--- src/hw/rtl/cht_pkg.sv ---
// ----------------------------------------------------------------------------
// cht_pkg
// Shared types, constants and address helpers for the cache tag store.
// ----------------------------------------------------------------------------
package cht_pkg;

    // geometry
    localparam int SETS_LOG2  = 6;
    localparam int SETS       = 1 << SETS_LOG2;
    localparam int WAYS_LOG2  = 3;
    localparam int WAYS       = 1 << WAYS_LOG2;
    localparam int AGE_W      = 3;
    localparam int TAG_W      = 32;
    localparam int ADDR_W     = 32;
    localparam int LFSR_W     = 16;

    // config port
    localparam int CFG_IDX_W  = 3;
    localparam int CFG_DATA_W = 4;

    localparam logic [LFSR_W-1:0] LFSR_SEED = 16'hACE1;
    localparam logic [LFSR_W-1:0] LFSR_TAPS = 16'hB400;
    localparam logic [AGE_W-1:0]  AGE_MAX   = 3'd7;

    // replacement policy codes, any other code behaves as fifo
    localparam logic [1:0] POL_FIFO   = 2'd0;
    localparam logic [1:0] POL_LRU    = 2'd1;
    localparam logic [1:0] POL_RANDOM = 2'd2;

    localparam logic CMD_WRITE = 1'b1;

    // config register indexes
    typedef enum logic [CFG_IDX_W-1:0] {
        CFG_BLK_BITS      = 3'd0,
        CFG_SET_BITS      = 3'd1,
        CFG_WAYS_LOG2     = 3'd2,
        CFG_POLICY        = 3'd3,
        CFG_WRITE_THROUGH = 3'd4
    } t_cfg_reg;

    typedef struct packed {
        logic [3:0] blk_bits;
        logic [2:0] set_bits;
        logic [1:0] ways_log2;
        logic [1:0] policy;
        logic       write_through;
    } t_cfg;

    // one set: tags, valid bits, lru ages and fifo pointer
    typedef struct packed {
        logic [WAYS-1:0][TAG_W-1:0] tags;
        logic [WAYS-1:0]            valid;
        logic [WAYS-1:0][AGE_W-1:0] age;
        logic [WAYS_LOG2-1:0]       fifo_ptr;
    } t_row;

    // lookup result handed to the output register
    typedef struct packed {
        logic                 hit;
        logic [SETS_LOG2-1:0] set_index;
        logic [TAG_W-1:0]     tag;
    } t_result;

    // index bit count saturated to the sets that exist
    function automatic logic [2:0] eff_set_bits(input t_cfg cfg);
        return (cfg.set_bits > 3'(SETS_LOG2)) ? 3'(SETS_LOG2) : cfg.set_bits;
    endfunction

    // way count saturated to the ways that exist
    function automatic logic [1:0] eff_ways_log2(input t_cfg cfg);
        return (cfg.ways_log2 > 2'(WAYS_LOG2)) ? 2'(WAYS_LOG2) : cfg.ways_log2;
    endfunction

    function automatic logic [SETS_LOG2-1:0] addr_set(input logic [ADDR_W-1:0] addr,
                                                      input t_cfg cfg);
        logic [ADDR_W-1:0]    sh;
        logic [SETS_LOG2-1:0] mask;
        sh   = addr >> cfg.blk_bits;
        mask = ~({SETS_LOG2{1'b1}} << eff_set_bits(cfg));
        return sh[SETS_LOG2-1:0] & mask;
    endfunction

    function automatic logic [TAG_W-1:0] addr_tag(input logic [ADDR_W-1:0] addr,
                                                  input t_cfg cfg);
        logic [4:0] sh;
        sh = 5'(cfg.blk_bits) + 5'(eff_set_bits(cfg));
        return addr >> sh;
    endfunction

    // number of ways in use, as a count
    function automatic logic [WAYS_LOG2:0] way_count(input t_cfg cfg);
        return {{WAYS_LOG2{1'b0}}, 1'b1} << eff_ways_log2(cfg);
    endfunction

    // one enable bit per way in use
    function automatic logic [WAYS-1:0] way_mask(input t_cfg cfg);
        return ~({WAYS{1'b1}} << way_count(cfg));
    endfunction

    // way number mask (ways in use minus one)
    function automatic logic [WAYS_LOG2-1:0] way_num_mask(input t_cfg cfg);
        logic [WAYS_LOG2:0] m;
        m = way_count(cfg) - {{WAYS_LOG2{1'b0}}, 1'b1};
        return m[WAYS_LOG2-1:0];
    endfunction

endpackage

--- src/hw/rtl/cht_cfg_regs.sv ---
// ----------------------------------------------------------------------------
// cht_cfg_regs
// Configuration registers: geometry, replacement policy and write policy.
// ----------------------------------------------------------------------------
module cht_cfg_regs (
    input  logic                         i_clk,
    input  logic                         i_rst_n,
    input  logic                         i_valid,
    input  logic [cht_pkg::CFG_IDX_W-1:0]  i_index,
    input  logic [cht_pkg::CFG_DATA_W-1:0] i_data,
    output logic                         o_ready,
    output cht_pkg::t_cfg                o_cfg
);
    import cht_pkg::*;

    t_cfg r_cfg;
    t_cfg n_cfg;

    // register decode, unknown indexes are dropped
    always_comb begin
        n_cfg = r_cfg;
        if (i_valid) begin
            unique case (t_cfg_reg'(i_index))
                CFG_BLK_BITS:      n_cfg.blk_bits      = i_data[3:0];
                CFG_SET_BITS:      n_cfg.set_bits      = i_data[2:0];
                CFG_WAYS_LOG2:     n_cfg.ways_log2     = i_data[1:0];
                CFG_POLICY:        n_cfg.policy        = i_data[1:0];
                CFG_WRITE_THROUGH: n_cfg.write_through = i_data[0];
                default:           n_cfg = r_cfg;
            endcase
        end
    end

    always_ff @(posedge i_clk) begin
        if (!i_rst_n) begin
            r_cfg.blk_bits      <= 4'd4;
            r_cfg.set_bits      <= 3'd6;
            r_cfg.ways_log2     <= 2'd3;
            r_cfg.policy        <= POL_FIFO;
            r_cfg.write_through <= 1'b0;
        end else begin
            r_cfg <= n_cfg;
        end
    end

    // a write beat is taken in any cycle
    assign o_ready = 1'b1;
    assign o_cfg   = r_cfg;

endmodule

--- config.mk ---
export PLATFORM = sky130hd
export DESIGN_NAME = cht_cfg_regs
export DESIGN_NICKNAME = d
export VERILOG_FILES = /design/src/hw/rtl/cht_pkg.sv /design/src/hw/rtl/cht_cfg_regs.sv
export SDC_FILE = /design/constraint.sdc
export NUM_CORES = 1
export LEC_CHECK = 0
export ABC_CLOCK_PERIOD_IN_PS = 900
export BUFFER_PORTS_ARGS = -buffer_cell sky130_fd_sc_hd__buf_2
export CAP_MARGIN = 10
export CORE_AREA = 3 3 40 42
export CTS_BUF_LIST = sky130_fd_sc_hd__clkbuf_2 sky130_fd_sc_hd__clkbuf_4 sky130_fd_sc_hd__clkbuf_8
export DETAILED_ROUTE_END_ITERATION = 10
export DIE_AREA = 0 0 43 45
export GPL_ROUTABILITY_DRIVEN = 0
export GPL_TIMING_DRIVEN = 0
export PLACE_DENSITY = 0.69
export SLEW_MARGIN = 15
export SYNTH_ARGS = -nofsm -noshare
export SYNTH_HDL_FRONTEND = slang
export SYNTH_SLANG_ARGS = --single-unit
--- constraint.sdc ---
create_clock -name i_clk -period 0.9 [get_ports i_clk]
set_input_delay 0.09 -clock i_clk [delete_from_list [all_inputs] [get_ports i_clk]]
set_output_delay 0.09 -clock i_clk [all_outputs]
set_load 0.02 [all_outputs]
Word level (Yosys, flattened, before mapping). Cells that the tools add are included.

Flip-flop bits (word level): 12. Bits in latches: 0. Memory bits (writable): 0. Bits in read-only memories: 0. Bits of input ports: 10. Word-level logic and storage cells: 15. Memories: 0.

Add/sub/neg operators: 0. $mul: 0. Divide/modulo/power cells: 0. $lt $le $gt $ge: 0. Equality and inequality tests: 4. Shift-type cells: 0. Multiplexer cells: 0. Bitwise logic cells: 0. Reductions and logical operators: 6.

Operators by type and width (count): 2-bit AND reduction (5); 3-bit by 2-bit == test with 1-bit output, second input constant (2); 3-bit by 1-bit == test with 1-bit output, second input constant (1); 3-bit == test, second input constant (1); 3-bit zero test (1).

Depth between registers and ports, before layout. Gate-level depths: netlist (run 1).

Depth after elaboration: 2. Mapped depth: 3.

Least setup slack after synthesis (run 1). Ideal clock, no wire load.

Path type: in2reg. From: input i_index[0] (netlist name). To: register r_cfg (netlist bit o_cfg[10]). Arrival: 0.682 ns. Setup slack: 0.147 ns. Cell stages on the path: 2. Buffers on the path: 0. Cells stage by stage: nor4b_4 mux2i_1.

Cells in the longest elaborated chain, start to end: 2.

RTL lines: start, declared (RTL line cht_cfg_regs.sv:9) `input logic [cht_pkg::CFG_IDX_W-1:0] i_index,`; 3-bit zero test (RTL line cht_cfg_regs.sv:23) `unique case (t_cfg_reg'(i_index))`; 2-bit AND reduction (no line); end signal, assigned (RTL line cht_cfg_regs.sv:42) `r_cfg <= n_cfg;`; end, declared (RTL line cht_cfg_regs.sv:16) `t_cfg r_cfg;`.

Every way passes these cells. A chain may end at the register's enable or synchronous reset.

Worst setup path in the final report (run 1).
From: register r_cfg (netlist bit o_cfg[10]). To: output o_cfg[10] (netlist name).

RTL lines: end, declared (RTL line cht_cfg_regs.sv:12) `output cht_pkg::t_cfg o_cfg`.

No word-level cell between the ends.

==> summary.md, run 1 <==
| Metric | Value |
|---|---|
| Status | finished, final reports clean |
| Max reg flops | 12 |
| Leak | 0.305 nW |
| Initial core utilization | between 40 and 50% |
| Top_reg_cell synth | dfxtp_1 |
| Crit-path slowest cell | dfxtp_1 |
| CTS Hold Bufs | 0 |
| Asr flop ratio synth | 0% |
| Drt drc | 0 |
| Net Sw Frac | 22.9% |
| Worst path top cell family by delay | flip-flops |
| Setup bufs post-CTS | 0 |
| Layout cells sized above 1 | about two fifths |
| Worst path cell trace | buf_2 |
| Post-Route Setup TNS | 0 ps |
| Synth top area cells | dfxtp_1 (45%), mux2i_1 (22%), nor2b_1 (9.4%), nand2_1 (7.0%), and4bb_1 (4.7%) |
| H-tree Lvls | 1 |
| Vias in the first global route | 401 |
| DRT Pass-1 Iters | 4 |
| Synth top cells by count | dfxtp_1 (12), mux2i_1 (12), nand2_1 (10), nor2b_1 (8), and4bb_1 (2) |
| Die height | 45 um |
| Clock Tree Buf Depth | 2 |
| Worst Setup End Kind | output pin |
| Sequential power share | roughly half |
| Multi-input gate area | around 280 um^2 |
| Dominant cell type by area after synthesis | dfxtp_1 |
| Buf/Inv on CP | 1 |
| Syn_nets | 60 |
| Sequential fraction of the synthesis area | 45.0% |
| Crit path DAT | 790 ps |
| Worst-Skew Late Latency | between 200 and 300 ps |
| CTS Buf Count | 3 |
| FF+latch count, synth | 12 |
| Core box area | around 1300 um^2 |
| Global-route wire length before repair | 1660 um |
| Hold Crit Class | input pin to flop |
| Unrepaired setup endpoints after global routing | false |
| Warnings, synthesis | 0 |
| Worst Skew | 0 ps |
| Number of fill cells | 124 |
| DR iter-0 viols | 2 |
| Synth top area share | 45.0% |
| PD cells | 1570 nW/um^2 |
| Routed length per instance | 11.3 um |
| Period utilization | 97.5% |
| Setup violations, final | 0 |
| Fmax | around 1100 MHz |
| Die width | 43 um |
| Vias per cell | 4.77 |
| Row count | 13 |
| Port Buffers | 21 |
| Top Ports | 23 |
| CTS tree | done |
| Register Area | 240 um^2 |
| Final wirelength | about 1000 um |
| Post-synth EDFFs | 0 |
| Highest cell delay on the worst timing path | 350 ps |
| CP Launch Type | flop |
| Logic pwr share | approximately 11% |
| Sw Pwr | roughly 0.25 mW |
| Fin util | 54.2% |
| Gr usage total | 11.4% |
| Setup CP Type | flop to output pin |
| # clock sinks | 12 |
| Cell Area, Synth | between 500 and 600 um^2 |
| Max-cap violations | 0 |
| Detailed Place HPWL | 808 um |
| Number of diodes | 0 |
| Final net count | 86 |
| Crit path required time | 810 ps |
| Internal | 0.843 mW |
| Initial antenna violation count | 0 |
| Die ar. | between 1500 and 2000 um^2 |
| Vias | about 430 |
| P&R area growth vs syn | 30.4% |
| Final min period | 877 ps |
| Detail Route Antenna Nets | 0 |
| Synth Instances | 50 |
| Maximum vdd drop | 0.612 mV |
| Synth unique cells | 11 |
| Worst-path maximum fanout | 2 |
| Clk pwr share | between 30% and 40% |
| Clk root buf | clkbuf_4 |
| Max Slew Vio Count | 0 |
| Post-Syn Area per Cell | 10.7 um^2 |
| Largest net degree at the start of global routing | 11 |
| Count of final hold-check violations | 0 |
| GRT Residual Overflow | 0 |
| Worst-path clk slew | 80 ps |
path summary, 6_finish.rpt:
kind / slack, ps / startpoint / end / depth (start not counted)
max: 20 / o_cfg[10] / o_cfg[10] / 1
min: 60 / i_data[3] / o_cfg[11] / 3
max reg2reg: 280 / o_cfg[10] / o_cfg[10] / 2
min reg2reg: 460 / o_cfg[5] / o_cfg[5] / 2
tightest hold or removal path: cells and delay by family:
| family | cells | cell delay [ps] |
|---|---|---|
| muxes | 1 | 60 |
| and+or+nand+nor | 1 | 40 |
| buffers and inverters | 1 | 90 |
cell families (layout without fill, tap and decap cells):
family / after synthesis / count (layout) / share of synthesized area [%]
multiplexers: 12 / 12 / 22.5
AND/OR/NAND/NOR: 23 / 23 / 29.5
buffers and inverters: 2 / 27 / 2.34
other: 1 / 1 / 0.702
flip-flops: 12 / 12 / 45.0
final cells by class:
type / instances / share of cell area (%)
Buffer: 2 / 1.80
Clock buffer: 4 / 5.21
Multi-Input combinational cell: 36 / 40.4
Sequential cell: 12 / 34.5
Tap cell: 15 / 2.69
Timing Repair Buffer: 21 / 15.4
power groups by stage:
stage	Clock, mW	Combinational [mW]	Sequential [mW]
CTS	0.444	0.124	0.548
global route	0.459	0.135	0.549
global placement	0	0.122	0.560
floorplan	0	0.0554	0.575
finish	0.423	0.123	0.547
detailed placement	0	0.123	0.560
repair_timing:
item	in CTS	in global routing
gates resized for setup	0	1
endpoints found under the setup margin	0	1
endpoints found under the hold margin	0	0
metal layers:
layer  routed length, um  track usage, %
met5                   0               0
met4                  17            7.23
met3                  51            1.20
met2                 508            19.5
met1                 438            13.8
through the flow:
step | cell area (um^2) | hold slack (ps) | power, mW | worst slack [ps] | std cells
6_report | 697 | 61.9 | 1.09 | 22.5 | 90
5_1_grt | 697 | 88.1 | 1.14 | 2.13 | 90
4_1_cts | 694 | 54.5 | 1.12 | 9.89 | 90
3_5_place_dp | 658 | 350 | 0.683 | -94.4 | 86
3_3_place_gp | 658 | 345 | 0.682 | -89.7 | 86
2_1_floorplan | 534 | 232 | 0.630 | 147 | 50
cells in the final DEF, fill, tap and decap left out:
| cell | n |
|---|---|
| buf_2 | 21 |
| buf_4 | 2 |
| and4bb_1 | 2 |
| nor4b_4 | 1 |
| mux2i_1 | 12 |
| nand4b_1 | 1 |
| nand2_1 | 10 |
| clkbuf_4 | 3 |
| dfxtp_1 | 12 |
| conb_1 | 1 |
| nor2b_1 | 8 |
| and4bb_2 | 1 |
| clkbuf_8 | 1 |
Note: power is estimated with default switching activity, not from simulation.
==> run 2: changes to the inputs <==
Settings changed: GPL_TIMING_DRIVEN 0 to unset.
==> run 2 against run 1 <==
  * Clock-buffer cell count decreased by 1
  * Maximum frequency increased by 1.7%
  * Register-to-register slack improved by 20 ps
==> summary.md, run 2 (synthesized netlist as in run 1, its figures left out) <==
| Metric | Value |
|---|---|
| Core box area | roughly 1300 um^2 |
| Crit-path slowest cell | dfxtp_1 |
| Clk pwr share | 31.3% |
| Gr usage total | 11.6% |
| Crit path DAT | around 770 ps |
| DR iter-0 viols | 10 |
| DRT Pass-1 Iters | 4 |
| Die ar. | 1940 um^2 |
| Die height | 45 um |
| Register Area | between 200 and 250 um^2 |
| Worst Setup End Kind | output pin |
| P&R area growth vs syn | 28.3% |
| Highest cell delay on the worst timing path | 340 ps |
| Port Buffers | 21 |
| Max reg flops | 12 |
| Routed length per instance | 11.5 um |
| Setup bufs post-CTS | 0 |
| Row count | 13 |
| Initial antenna violation count | 0 |
| Net Sw Frac | 22.9% |
| Vias per cell | 4.69 |
| Clk root buf | clkbuf_4 |
| Worst path cell trace | buf_2 |
| Max Slew Vio Count | 0 |
| Die width | ~43 um |
| Final net count | 86 |
| CTS tree | done |
| Reg2Reg Depth | 2 |
| Fmax | 1160 MHz |
| CTS Buf Count | 3 |
| Unrepaired setup endpoints after global routing | false |
| H-tree Lvls | 1 |
| Leak | 0.300 nW |
| # clock sinks | 12 |
| Design area | 686 um^2 |
| Final min period | roughly 860 ps |
| Setup crit start | o_cfg[10] |
| Worst-path clk slew | 70 ps |
| Min Hold Slack | 71.6 ps |
| GRT Residual Overflow | 0 |
| Count of final hold-check violations | 0 |
| Max-cap violations | 0 |
| Crit path to | o_cfg[10] |
| Logic pwr share | 12.5% |
| Stages on the worst setup path | 1 |
| Global-route wire length before repair | approximately 1600 um |
| Commonest non-fill, non-tap cell in the layout | buf_2 |
| Largest net degree at the start of global routing | 16 |
| Most frequent cells in the layout | buf_2 (20), mux2i_1 (12), dfxtp_1 (12), nand2_1 (10), nor2b_1 (8) |
| PD cells | 1420 nW/um^2 |
| Detail Route Antenna Nets | 0 |
| Flop-to-flop setup slack | 300 ps |
| Hold Crit Start | i_data[3] |
| Period utilization | a little over nine tenths |
| Worst-path maximum fanout | 2 |
| Worst Skew | 0 ps |
| Maximum vdd drop | about 0.72 mV |
| Worst path top cell family by delay | flip-flops |
| Setup CP Type | flop to output pin |
| Number of fill cells | between 100 and 150 |
| Area post-placement | between 600 and 700 um^2 |
| Worst-Skew Late Latency | between 200 and 300 ps |
| Number of diodes | 0 |
| Drt drc | 0 |
| Final wirelength | 1020 um |
| Hold Crit Class | input pin to flop |
| Buf/Inv on CP | 1 |
| Multi-input gate area | 282 um^2 |
| Internal | 0.752 mW |
| Initial core utilization | 41.6% |
| Clock Tree Buf Depth | 2 |
| Worst r2r dst | o_cfg[8] |
| Setup violations, final | 0 |
| Vias in the first global route | 386 |
| Layout cells sized above 1 | 37.8% |
| Crit path required time | 810 ps |
| Status | finished, final reports clean |
| CP Launch Type | flop |
| Sequential power share | between 50% and 60% |
| Vias | 417 |
| Worst reg2reg startpoint | o_cfg[8] |
| Top Ports | 23 |
| Detailed Place HPWL | 825 um |
| Sw Pwr | 0.224 mW |
## run 2: what timing repair did
action,CTS,global route
hold buffers,0,0
hold endpoints to repair,0,0
endpoints found under the setup margin,0,1
resized for setup,0,1
## run 2: routing by layer
| metal | global-route usage (%) | wire length (um) | share of wire, % |
|---|---|---|---|
| met5 | 0 | 0 | 0 |
| met4 | 9.04 | 0 | 0 |
| met3 | 1.20 | 38 | 3.7 |
| met2 | 21.0 | 524 | 51 |
| met1 | 12.3 | 459 | 45 |
## run 2: area by class of cell
cell class / instances / area share [%]
tap: 15 / 2.74
clock buffer: 3 / 3.28
timing repair buffer: 23 / 17.9
multi-input combinational: 36 / 41.1
sequential: 12 / 35.0
## run 2: power by group through the flow
| stage | logic (mW) | clock network [mW] | registers, mW |
|---|---|---|---|
| after floorplan | 0.0554 | 0 | 0.575 |
| after global placement | 0.121 | 0 | 0.560 |
| after detailed placement | 0.123 | 0 | 0.561 |
| after CTS | 0.123 | 0.322 | 0.548 |
| after global routing | 0.134 | 0.346 | 0.549 |
| final | 0.122 | 0.305 | 0.548 |
## run 2: worst min-delay path: stages
cell	delay (ps)
buf_2	90
nand2_1	40
mux2i_1	50
## run 2: metrics by stage
step / total power, mW / TNS, ps / cells / util (%) / worst slack [ps]
2_1_floorplan: 0.630 / 0 / 50 / - / 147
3_3_place_gp: 0.681 / -6.97 / 86 / 51.4 / -6.97
3_5_place_dp: 0.683 / -54.3 / 86 / 51.4 / -46.5
4_1_cts: 0.993 / 0 / 89 / 53.2 / 22.2
5_1_grt: 1.03 / 0 / 89 / 53.4 / 9.38
6_report: 0.976 / 0 / 89 / 53.4 / 37.4
## run 2: worst min path at each step
stage | slack (ps) | to | cells after the start
floorplan | 230 | o_cfg[11] | 2
global placement | 340 | o_cfg[11] | 3
detailed placement | 350 | o_cfg[11] | 3
CTS | 60 | o_cfg[11] | 3
global route | 110 | o_cfg[10] | 3
finish | 70 | o_cfg[11] | 3
