<file path="src/hw/rtl/cht_pkg.sv">
// ----------------------------------------------------------------------------
// cht_pkg
// Shared types, constants and address helpers for the cache tag store.
// ----------------------------------------------------------------------------
package cht_pkg;

    // geometry
    localparam int SETS_LOG2  = 6;
    localparam int SETS       = 1 << SETS_LOG2;
    localparam int WAYS_LOG2  = 3;
    localparam int WAYS       = 1 << WAYS_LOG2;
    localparam int AGE_W      = 3;
    localparam int TAG_W      = 32;
    localparam int ADDR_W     = 32;
    localparam int LFSR_W     = 16;

    // config port
    localparam int CFG_IDX_W  = 3;
    localparam int CFG_DATA_W = 4;

    localparam logic [LFSR_W-1:0] LFSR_SEED = 16'hACE1;
    localparam logic [LFSR_W-1:0] LFSR_TAPS = 16'hB400;
    localparam logic [AGE_W-1:0]  AGE_MAX   = 3'd7;

    // replacement policy codes, any other code behaves as fifo
    localparam logic [1:0] POL_FIFO   = 2'd0;
    localparam logic [1:0] POL_LRU    = 2'd1;
    localparam logic [1:0] POL_RANDOM = 2'd2;

    localparam logic CMD_WRITE = 1'b1;

    // config register indexes
    typedef enum logic [CFG_IDX_W-1:0] {
        CFG_BLK_BITS      = 3'd0,
        CFG_SET_BITS      = 3'd1,
        CFG_WAYS_LOG2     = 3'd2,
        CFG_POLICY        = 3'd3,
        CFG_WRITE_THROUGH = 3'd4
    } t_cfg_reg;

    typedef struct packed {
        logic [3:0] blk_bits;
        logic [2:0] set_bits;
        logic [1:0] ways_log2;
        logic [1:0] policy;
        logic       write_through;
    } t_cfg;

    // one set: tags, valid bits, lru ages and fifo pointer
    typedef struct packed {
        logic [WAYS-1:0][TAG_W-1:0] tags;
        logic [WAYS-1:0]            valid;
        logic [WAYS-1:0][AGE_W-1:0] age;
        logic [WAYS_LOG2-1:0]       fifo_ptr;
    } t_row;

    // lookup result handed to the output register
    typedef struct packed {
        logic                 hit;
        logic [SETS_LOG2-1:0] set_index;
        logic [TAG_W-1:0]     tag;
    } t_result;

    // index bit count saturated to the sets that exist
    function automatic logic [2:0] eff_set_bits(input t_cfg cfg);
        return (cfg.set_bits > 3'(SETS_LOG2)) ? 3'(SETS_LOG2) : cfg.set_bits;
    endfunction

    // way count saturated to the ways that exist
    function automatic logic [1:0] eff_ways_log2(input t_cfg cfg);
        return (cfg.ways_log2 > 2'(WAYS_LOG2)) ? 2'(WAYS_LOG2) : cfg.ways_log2;
    endfunction

    function automatic logic [SETS_LOG2-1:0] addr_set(input logic [ADDR_W-1:0] addr,
                                                      input t_cfg cfg);
        logic [ADDR_W-1:0]    sh;
        logic [SETS_LOG2-1:0] mask;
        sh   = addr >> cfg.blk_bits;
        mask = ~({SETS_LOG2{1'b1}} << eff_set_bits(cfg));
        return sh[SETS_LOG2-1:0] & mask;
    endfunction

    function automatic logic [TAG_W-1:0] addr_tag(input logic [ADDR_W-1:0] addr,
                                                  input t_cfg cfg);
        logic [4:0] sh;
        sh = 5'(cfg.blk_bits) + 5'(eff_set_bits(cfg));
        return addr >> sh;
    endfunction

    // number of ways in use, as a count
    function automatic logic [WAYS_LOG2:0] way_count(input t_cfg cfg);
        return {{WAYS_LOG2{1'b0}}, 1'b1} << eff_ways_log2(cfg);
    endfunction

    // one enable bit per way in use
    function automatic logic [WAYS-1:0] way_mask(input t_cfg cfg);
        return ~({WAYS{1'b1}} << way_count(cfg));
    endfunction

    // way number mask (ways in use minus one)
    function automatic logic [WAYS_LOG2-1:0] way_num_mask(input t_cfg cfg);
        logic [WAYS_LOG2:0] m;
        m = way_count(cfg) - {{WAYS_LOG2{1'b0}}, 1'b1};
        return m[WAYS_LOG2-1:0];
    endfunction

endpackage

</file>
<file path="src/hw/rtl/cht_lookup.sv">
// ----------------------------------------------------------------------------
// cht_lookup
// Tag compare over all ways of a set, victim choice and row update.
// Holds the random replacement lfsr.
// ----------------------------------------------------------------------------
module cht_lookup (
    input  logic                          i_clk,
    input  logic                          i_rst_n,
    input  logic                          i_valid,
    input  cht_pkg::t_cfg                 i_cfg,
    input  logic                          i_command,
    input  logic [cht_pkg::ADDR_W-1:0]    i_address,
    input  cht_pkg::t_row                 i_row,
    output cht_pkg::t_row                 o_row,
    output cht_pkg::t_result              o_result
);
    import cht_pkg::*;

    logic [LFSR_W-1:0]    r_lfsr;
    logic [LFSR_W-1:0]    n_lfsr;
    logic                 lfsr_upd;

    logic [WAYS-1:0]      way_en;
    logic [WAYS_LOG2-1:0] num_mask;
    logic [TAG_W-1:0]     tag;
    logic                 hit;
    logic [WAYS_LOG2-1:0] hit_way;
    logic                 has_inv;
    logic [WAYS_LOG2-1:0] inv_way;
    logic [AGE_W-1:0]     best_age;
    logic [WAYS_LOG2-1:0] lru_way;
    logic                 alloc;
    logic                 is_lru;
    logic                 is_rand;
    logic [WAYS_LOG2-1:0] victim;
    logic [WAYS_LOG2-1:0] touch_way;
    logic [AGE_W:0]       age_lim;
    t_row                 new_row;

    assign way_en   = way_mask(i_cfg);
    assign num_mask = way_num_mask(i_cfg);
    assign tag      = addr_tag(i_address, i_cfg);
    assign is_lru   = (i_cfg.policy == POL_LRU);
    assign is_rand  = (i_cfg.policy == POL_RANDOM);

    // galois step of the lfsr
    assign n_lfsr = {1'b0, r_lfsr[LFSR_W-1:1]} ^ (r_lfsr[0] ? LFSR_TAPS : '0);

    // tag compare and first-invalid search, lowest way wins
    always_comb begin
        hit     = 1'b0;
        hit_way = '0;
        has_inv = 1'b0;
        inv_way = '0;
        for (int w = WAYS - 1; w >= 0; w--) begin
            if (way_en[w] && i_row.valid[w] && (i_row.tags[w] == tag)) begin
                hit     = 1'b1;
                hit_way = WAYS_LOG2'(w);
            end
            if (way_en[w] && !i_row.valid[w]) begin
                has_inv = 1'b1;
                inv_way = WAYS_LOG2'(w);
            end
        end
    end

    // oldest way, first one on a tie
    always_comb begin
        best_age = '0;
        lru_way  = '0;
        for (int w = 0; w < WAYS; w++) begin
            if (way_en[w] && (i_row.age[w] > best_age)) begin
                best_age = i_row.age[w];
                lru_way  = WAYS_LOG2'(w);
            end
        end
    end

    // victim choice
    always_comb begin
        alloc = !hit && !((i_command == CMD_WRITE) && i_cfg.write_through);
        if (has_inv) begin
            victim = inv_way;
        end else if (is_lru) begin
            victim = lru_way;
        end else if (is_rand) begin
            victim = n_lfsr[WAYS_LOG2-1:0] & num_mask;
        end else begin
            victim = i_row.fifo_ptr & num_mask;
        end
        lfsr_upd = alloc && !has_inv && is_rand;
    end

    // row update: allocation, lru ages, fifo pointer
    always_comb begin
        new_row   = i_row;
        touch_way = hit ? hit_way : victim;
        if (hit) begin
            age_lim = {1'b0, i_row.age[hit_way]};
        end else if (has_inv) begin
            age_lim = {1'b1, {AGE_W{1'b0}}};
        end else begin
            age_lim = {1'b0, best_age};
        end
        if (alloc) begin
            new_row.tags[victim]  = tag;
            new_row.valid[victim] = 1'b1;
        end
        if (is_lru && (hit || alloc)) begin
            for (int v = 0; v < WAYS; v++) begin
                if (way_en[v] && (WAYS_LOG2'(v) != touch_way) && i_row.valid[v] &&
                    ({1'b0, i_row.age[v]} < age_lim) && (i_row.age[v] != AGE_MAX)) begin
                    new_row.age[v] = i_row.age[v] + 1'b1;
                end
            end
            new_row.age[touch_way] = '0;
        end
        if (alloc && !has_inv && !is_lru && !is_rand) begin
            new_row.fifo_ptr = (victim + 1'b1) & num_mask;
        end
    end

    // lfsr moves only on a random choice
    always_ff @(posedge i_clk) begin
        if (!i_rst_n) begin
            r_lfsr <= LFSR_SEED;
        end else if (i_valid && lfsr_upd) begin
            r_lfsr <= n_lfsr;
        end
    end

    assign o_row              = new_row;
    assign o_result.hit       = hit;
    assign o_result.set_index = addr_set(i_address, i_cfg);
    assign o_result.tag       = tag;

endmodule

</file>
<file path="config.mk">
export PLATFORM = sky130hd
export DESIGN_NAME = cht_lookup
export DESIGN_NICKNAME = d
export VERILOG_FILES = /design/src/hw/rtl/cht_pkg.sv /design/src/hw/rtl/cht_lookup.sv
export SDC_FILE = /design/constraint.sdc
export NUM_CORES = 1
export LEC_CHECK = 0
export BUFFER_PORTS_ARGS = -buffer_cell sky130_fd_sc_hd__buf_4
export CORE_AREA = 2 2 263 265
export DETAILED_ROUTE_END_ITERATION = 7
export DIE_AREA = 0 0 265 267
export PLACE_DENSITY_LB_ADDON = 0.08
export SETUP_SLACK_MARGIN = 0.1
export SYNTH_ARGS = -nofsm -noshare
export SYNTH_HDL_FRONTEND = slang
export SYNTH_SLANG_ARGS = --single-unit
</file>
<file path="constraint.sdc">
create_clock -name i_clk -period 16.9 [get_ports i_clk]
set_clock_uncertainty 0.1 [all_clocks]
set_input_delay 3.38 -clock i_clk [delete_from_list [all_inputs] [get_ports i_clk]]
set_output_delay 3.38 -clock i_clk [all_outputs]
set_load 0.005 [all_outputs]
</file>
; ---- After elaboration in Yosys (flattened, before gate mapping)
; Index checks and enable logic that the tools add are counted.
[op_classes]
n_eq_ne = 25
div_mod_pow = 0
bitwise_logic = 10
n_reduce_logical = 89
shift = 5
add_sub_neg = 11
n_mux = 84
order_cmp = 23
multipliers = 0
[op_table]
columns = operator, count
row1 = $mux 264, 1
row2 = $bwmux 256, 1
row3 = $eq 32x32->1, 8
row4 = $mux 3, 54
row5 = $demux 32 s3, 1
row6 = $logic_and 1x1->1, 74
row7 = $lt 3x4->1, 8
row8 = $mux 32, 1
row9 = $shr 32x4->6, 1
row10 = $shr 32x5->32, 1
row11 = $add 3x1->3 const B, 9
row12 = $and 24x24->24, 1
row13 = $mux 24, 1
row14 = $ne 3x3->1 const B, 8
row15 = $not 24->24, 1
row16 = $gt 3x3->1, 7
row17 = $mux 1, 18
row18 = $mux 16, 1
row19 = $xor 15x16->16, 1
row20 = $logic_not 1->1, 13
row21 = $lt 3x4->1 const B, 3
row22 = $ne 3x3->1 const A, 4
row23 = $and 3x3->3, 3
row24 = $bmux 3 s3, 1
row25 = other kinds (23), 26
[word_totals]
latchBits = 0
romBits = 0
mem_count = 0
ram_bits = 0
reg_bits = 16

; ---- Logic depth before layout (Yosys ltp)
; Gate-level depths: netlist of run 1.
[logic_depth]
ltp_word = 40
depth_mapped = 63
ltp_nobuf = 63

; ---- Worst setup path before layout of run 1
; Ideal clock, no wire load.
[synth_timing]
kind = input -> output
start = input port i_row[3] (netlist bit)
end = output port o_row[6] (netlist bit)
arrival_ns = 13.508
stages = 58
path_slack_ns = -0.088
path_buffers = 0
required_time_ns = 13.420
path_cell_list = inv_1 ha_1 a21oi_1 inv_1 ha_1 nor2b_1 o31a_1 nand2_1 o21ai_0 ha_1 nor2_1 maj3_1 maj3_1 and2_1 a21oi_1 ha_1 nor2_1 o21ai_0 (+22 left out) inv_1 ha_1 a21o_1 a21oi_1 a311oi_1 a21oi_1 nor2_1 nor3_1 a21oi_1 nor2_1 a31oi_1 o21ai_0 ha_1 nor3_1 o21ai_0 o21a_1 or4_1 o21ai_0
[synth_rtl]
columns = element, line
row1 = "start, declared", cht_lookup.sv:13  ; input cht_pkg::t_row i_row,
row2 = "end, declared", cht_lookup.sv:14  ; output cht_pkg::t_row o_row,

==> metrics, run 1 <==
final wirelength=137 mm; clk sinks=16; ratio of cells with drive above 1 in the final layout=36.7%; nets@finish=3493; M2 GR Usage=58.8%; Area Overhead vs Synth=53.1%; Power Total=1570 µW; CTS Root Cell=clkbuf_16; clk_lat worst skew=240 ps; mean post-synth cell area=6.45 µm²; pwr dens=67.4 mW/mm²; GRT overflow=0; post-synthesis compound-gate area fraction=30.6%; final setup margin=-22.1 ps; register area share after synthesis=2.10%; worst-path fanout max=6; Synth async-reset ratio=0%; Lkg Pwr=0.0104 µW; first-pass GRT wire length=182 mm; RSZ-0062 raised after global routing=yes; Post-Synth Adder-Cell Area=3.84%; Syn Nets=2744; Post-Synth XOR/XNOR Area=10.1%; worst r2r path cells=4; EDFF count, synth=0; failing checks=setup timing; crit path time final=16920 ps; global-route usage over all layers=36.4%; Seq cells post-synth=16; endpoints failing hold=0; mux contribution to synthesized area=12.3%; Yosys warning total=0; WP data required=13420 ps; First DRT Iteration DRCs=2740; WL per Instance=34.2 µm; largest family of logic cells by synthesized area=simple AND/OR/NAND/NOR gates; Fmax achieved=59.1 MHz; largest net degree at the start of global routing=58; grt met3 use=6.09%; GR peak layer=met2; CTS tree=done; die area=0.0708 mm²; reg-to-reg endpoint=r_lfsr[13]$_SDFFE_PN1P_; Vias/cell=5.94; Horiz. Die Dim=265 µm; Synth Cell Area=0.0152 mm²; vias in the first global route=22100; Mapped Cells=2362; biggest regs=r_lfsr x16; max FFs per register=16; initial core utilization=22.4%; worst flop-to-flop path startpoint=r_lfsr[0]$_SDFFE_PN1P_; DRT antenna net count=0; max-cap viol count=0; met1 Use GR=49.4%; critical path's most frequent cell=ha_4; worst relative slew slack=15.7%; residual DRC count=0; clk slew on worst S/H paths=40 ps; fin. max-slew vios=0; dpl cells=3957; hold path cells=2; Final HPWL DP=116 mm; area share of the largest cell type after synthesis=10.7%; largest register by flop count=r_lfsr; PortBufs=668; H-tree levels=1; final instance area=0.0233 mm²; simple-gate share of the synthesized area=33.6%; hold_sp=r_lfsr[5]$_SDFFE_PN1P_; top cells by area, synth=o21ai_0, nand2_1, xnor2_1, mux2i_1, mux4_2; pre-CTS setup slack=-962 ps; largest area contributor in the netlist=o21ai_0; worst hold path type=reg -> reg; worst-margin pin slew=1260 ps; unique cell type count in the Yosys netlist=112; Chip Height=267 µm; Post-Route Utilization=34.3%; family with the most delay on the worst path=compound AO/OA/AOI/OAI gates; Min-Delay Endpoint=r_lfsr[5]$_SDFFE_PN1P_; final setup fails=3; most frequent cell after synthesis=nand2_1; Num CTS Buffers=3; critical path class=in -> out; core area=0.0680 mm²; RePlAce Congestion=0.970; fin cells=3995; Max VDD drop=57.3 µV; Max stage delay on crit path=360 ps; worst endpoint data arrival time=13440 ps; DR pass1 iterations=8; critical path's slowest cell=or3_1; IO Pins=669; CP bufs+invs=8; DP Area=0.0224 mm²; ys flop type=dfxtp_1; Vias=23700; Site Rows=96; endpoint class of the critical path=primary output; antenna violations before repair=13; Post-synth top cells=nand2_1, o21ai_0, xnor2_1; Tcrit/Tclk final=100%; CTS max path bufs=2; worst reg2reg setup slack=15840 ps; status=complete, but fails checks; startpoint types=input port; Post-CTS Hold Buffers=0
## area by class of cell
type                    count  area (µm²)
clock buffers               3        75.1
well taps                 882        1100
multi-input cells        2088       14400
fillers                  7565       44700
repair buffers            919        7120
flip-flops and latches     16         320
diodes                      4        10.0
inverters                  83         317
## tightest hold or removal path: stages (launching register included)
cell	delay, ps
dfxtp_1	320
mux2i_1	60
nand2_1	60
## stage by stage
step	hold slack (ps)	setup TNS, ps
4_1_cts	374	-856
3_5_place_dp	361	-166960
3_3_place_gp	354	-121290
6_report	369	-38.2
2_1_floorplan	341	0
5_1_grt	400	-38890
## placed cells by master, fill, tap and decap left out, types with 22 or more instances in the layout
master	Yosys	routed
nand2_1	405	398
nor3_1	73	69
nand4_1	46	46
buf_4	16	889
inv_1	77	71
mux2_2	27	22
nand3_1	74	73
xnor2_1	124	122
mux4_2	33	33
xor2_1	50	49
a21o_1	23	23
a2111oi_0	27	25
nor2_1	118	109
mux2i_1	78	78
o21ai_0	325	275
or3_1	39	34
and3_1	30	30
a21oi_1	82	74
o21ai_1	7	44
nor4_1	41	41
ha_1	42	26
## layer usage
layer	vias up	part of all wire (%)
met5	-	0.020
li1	10300	-
met3	186	8.7
met1	11800	43
met4	4	3.4
met2	1454	45
## where the power goes
| part | total, µW | leakage, µW | switching (µW) | internal (µW) |
|---|---|---|---|---|
| sequential | 38.4 | 0.000129 | 0.209 | 38.2 |
| combinational | 1490 | 0.0103 | 944 | 547 |
| clock | 43.2 | 0.0000370 | 12.3 | 30.9 |
## worst max path at each step
stage             start    endpoint  slack, ps  cells after the start
2_1_floorplan  i_row[3]    o_row[6]        260                     58
3_3_place_gp   i_row[3]  o_row[104]       -720                     58
3_5_place_dp   i_row[3]   o_row[24]       -960                     63
4_1_cts        i_row[4]   o_row[21]       -140                     63
5_1_grt        i_row[4]   o_row[18]       -450                     64
6_report       i_row[4]   o_row[18]        -20                     60
## logic make-up (layout without fill, tap and decap cells)
kind of cell,count (synthesis),after routing
buffers and inverters,258,1005
adders and majority gates,47,47
AOI/OAI and AO/OA,717,717
other,0,4
DFF,16,16
and+or+nand+nor,1008,1008
xor gates and xnor gates,175,175
muxes,141,141
## repair_timing
action	4_1_cts	5_1_grt
gates resized for setup	92	88
setup buffers	16	14
endpoints found under the setup margin	290	290
pin swaps	61	61
gates cloned	0	1
Note: power is estimated with default switching activity, not from simulation.
==> inputs of run 2 (changes only) <==
--- a/config.mk
+++ b/config.mk
@@ -5,6 +5,7 @@
 export SDC_FILE = /design/constraint.sdc
 export NUM_CORES = 1
 export LEC_CHECK = 0
+export ABC_AREA = 1
 export BUFFER_PORTS_ARGS = -buffer_cell sky130_fd_sc_hd__buf_4
 export CORE_AREA = 2 2 263 265
 export DETAILED_ROUTE_END_ITERATION = 7
==> metrics, run 2 <==
status=completed; H-tree levels=1; worst hold path type=reg -> reg; most frequent cells in the layout=nand2_1, buf_4, inv_1, nand3_1, o21ai_0; area share of the largest cell type after synthesis=28.2%; pre-CTS setup slack=109 ps; area of the multi-input gates=0.0128 mm²; Mapped Cells=3127; unique cell type count in the Yosys netlist=63; core area=0.0680 mm²; crit path time final=15910 ps; max FFs per register=16; pwr dens=61.6 mW/mm²; worst hold slack=358 ps; worst-margin pin slew=962 ps; worst flop-to-flop path startpoint=r_lfsr[0]$_SDFFE_PN1P_; clk sinks=16; RePlAce Congestion=0.977; Net Sw Frac=65.1%; setup TNS=0 ps; Horiz. Die Dim=265 µm; final setup margin=990 ps; WP data required=13420 ps; Gate power share=93.6%; register area share after synthesis=2.11%; final setup fails=0; CTS max path bufs=2; Synth async-reset ratio=0%; Vias/cell=5.13; worst relative slew slack=35.7%; vias in the first global route=22500; Seq cells post-synth=16; dpl cells=4571; startpoint types=input port; Num CTS Buffers=3; CTS tree=done; first-pass GRT wire length=161 mm; Synth Cell Area=0.0152 mm²; DRT antenna net count=0; clk slew on worst S/H paths=50 ps; largest area contributor in the netlist=nand2_1; Site Rows=96; critical path's slowest cell=o21ai_0; biggest regs=r_lfsr x16; Max stage delay on crit path=460 ps; clock power share=3.4%; Final HPWL DP=99.5 mm; fin cells=4591; Vias=23600; fin. max-slew vios=0; WL per Instance=25.5 µm; DR pass1 iterations=6; ratio of cells with drive above 1 in the final layout=23.5%; Max VDD drop=30.4 µV; Syn Nets=3509; top cells by area, synth=nand2_1, nand3_1, o21ai_0, inv_1, nor2_1; Tcrit/Tclk final=94.1%; PortBufs=668; max-cap viol count=0; endpoints failing hold=0; Yosys warning total=0; most frequent cell after synthesis=nand2_1; die area=0.0708 mm²; nets@finish=4079; Seq. cell area=320 µm²; part of the power in registers=3.0%; worst endpoint data arrival time=12430 ps; global-route usage over all layers=31.4%; RSZ-0062 raised after global routing=no; critical path's most frequent cell=nand2_1; Post-synth top cells=nand2_1, nand3_1, inv_1; Lkg Pwr=0.0114 µW; ys flop type=dfxtp_1; mean post-synth cell area=4.86 µm²; Psw=847 µW; endpoint class of the critical path=primary output; EDFF count, synth=0; clk_lat worst skew=240 ps; most common cell after layout, fill and taps aside=nand2_1; Fmax achieved=62.9 MHz; CTS Root Cell=clkbuf_16; First DRT Iteration DRCs=1787; initial core utilization=22.3%; antenna violations before repair=16; hold_sp=r_lfsr[5]$_SDFFE_PN1P_; largest register by flop count=r_lfsr; Chip Height=267 µm; largest net degree at the start of global routing=49; GRT overflow=0; IO Pins=669; Area Overhead vs Synth=39.1%; residual DRC count=0; final wirelength=117 mm; fillcell total=8196; worst-path fanout max=7; critical path class=in -> out; CP Launch Point=i_row[3]; Int Power=454 µW
==> run 2: kinds of logic after synthesis <==
family	count (synthesis)	synth area share (%)
AO/OA/AOI/OAI	467	16.5
flip-flops	16	2.11
buffers and inverters	511	14.6
XOR/XNOR	75	4.52
multiplexers	4	0.264
adder cells (fa/ha/maj)	43	3.59
AND/OR/NAND/NOR	2011	58.4
==> run 2: power by group through the flow <==
stage	Clock (µW)	Combinational [µW]	Sequential [µW]
2_1_floorplan	0	637	39.2
3_3_place_gp	0	1200	39.2
3_5_place_dp	0	1190	39.2
4_1_cts	46.5	1200	38.5
5_1_grt	47.1	1310	38.5
6_report	44.6	1220	38.5
==> run 2: timing repair <==
action | in CTS | in global routing
setup buffers | 0 | 2
setup endpoints to repair | 3 | 290
pin swaps | 0 | 3
hold buffers | 0 | 0
resized for setup | 1 | 46
gates cloned | 0 | 1
==> run 2: worst paths after layout <==
| check | depth (start not counted) | end | slack [ps] |
|---|---|---|---|
| hold / removal | 2 | r_lfsr[4]$_SDFFE_PN0P_ | 360 |
| hold reg to reg | 2 | r_lfsr[4]$_SDFFE_PN0P_ | 360 |
| setup / recovery | 66 | o_row[182] | 990 |
| setup reg to reg | 3 | r_lfsr[12]$_SDFFE_PN0P_ | 15790 |
==> run 2: area by class of cell <==
cell class | count | share of cell area, %
Inverter | 360 | 6.45
Timing Repair Buffer | 716 | 25.8
Tap cell | 882 | 5.22
Clock buffer | 3 | 0.355
Antenna cell | 14 | 0.166
Multi-Input combinational cell | 2600 | 60.5
Sequential cell | 16 | 1.52
==> run 2: stage by stage <==
stage | power (µW) | util [%] | instance area, µm²
floorplan | 676 | - | 15200
global route | 1390 | 31.1 | 21100
global placement | 1240 | 30.6 | 20800
detailed placement | 1230 | 30.6 | 20800
CTS | 1280 | 30.8 | 20900
finish | 1300 | 31.1 | 21100
==> run 2: worst max-delay path, delay by kind of cell <==
kind,cells,cell delay (ps)
fa+ha+maj,8,2170
simple gates,33,3580
buf+inv,13,1330
compound gates,12,1970
==> run 2: metal layers <==
layer | up-vias | global-route usage, % | share of wire (%)
li1 | 11300 | - | -
met1 | 11000 | 37.9 | 40
met2 | 1040 | 54.8 | 48
met3 | 222 | 4.07 | 6.5
met4 | 4 | 15.2 | 5.2
met5 | - | 0 | 0.017
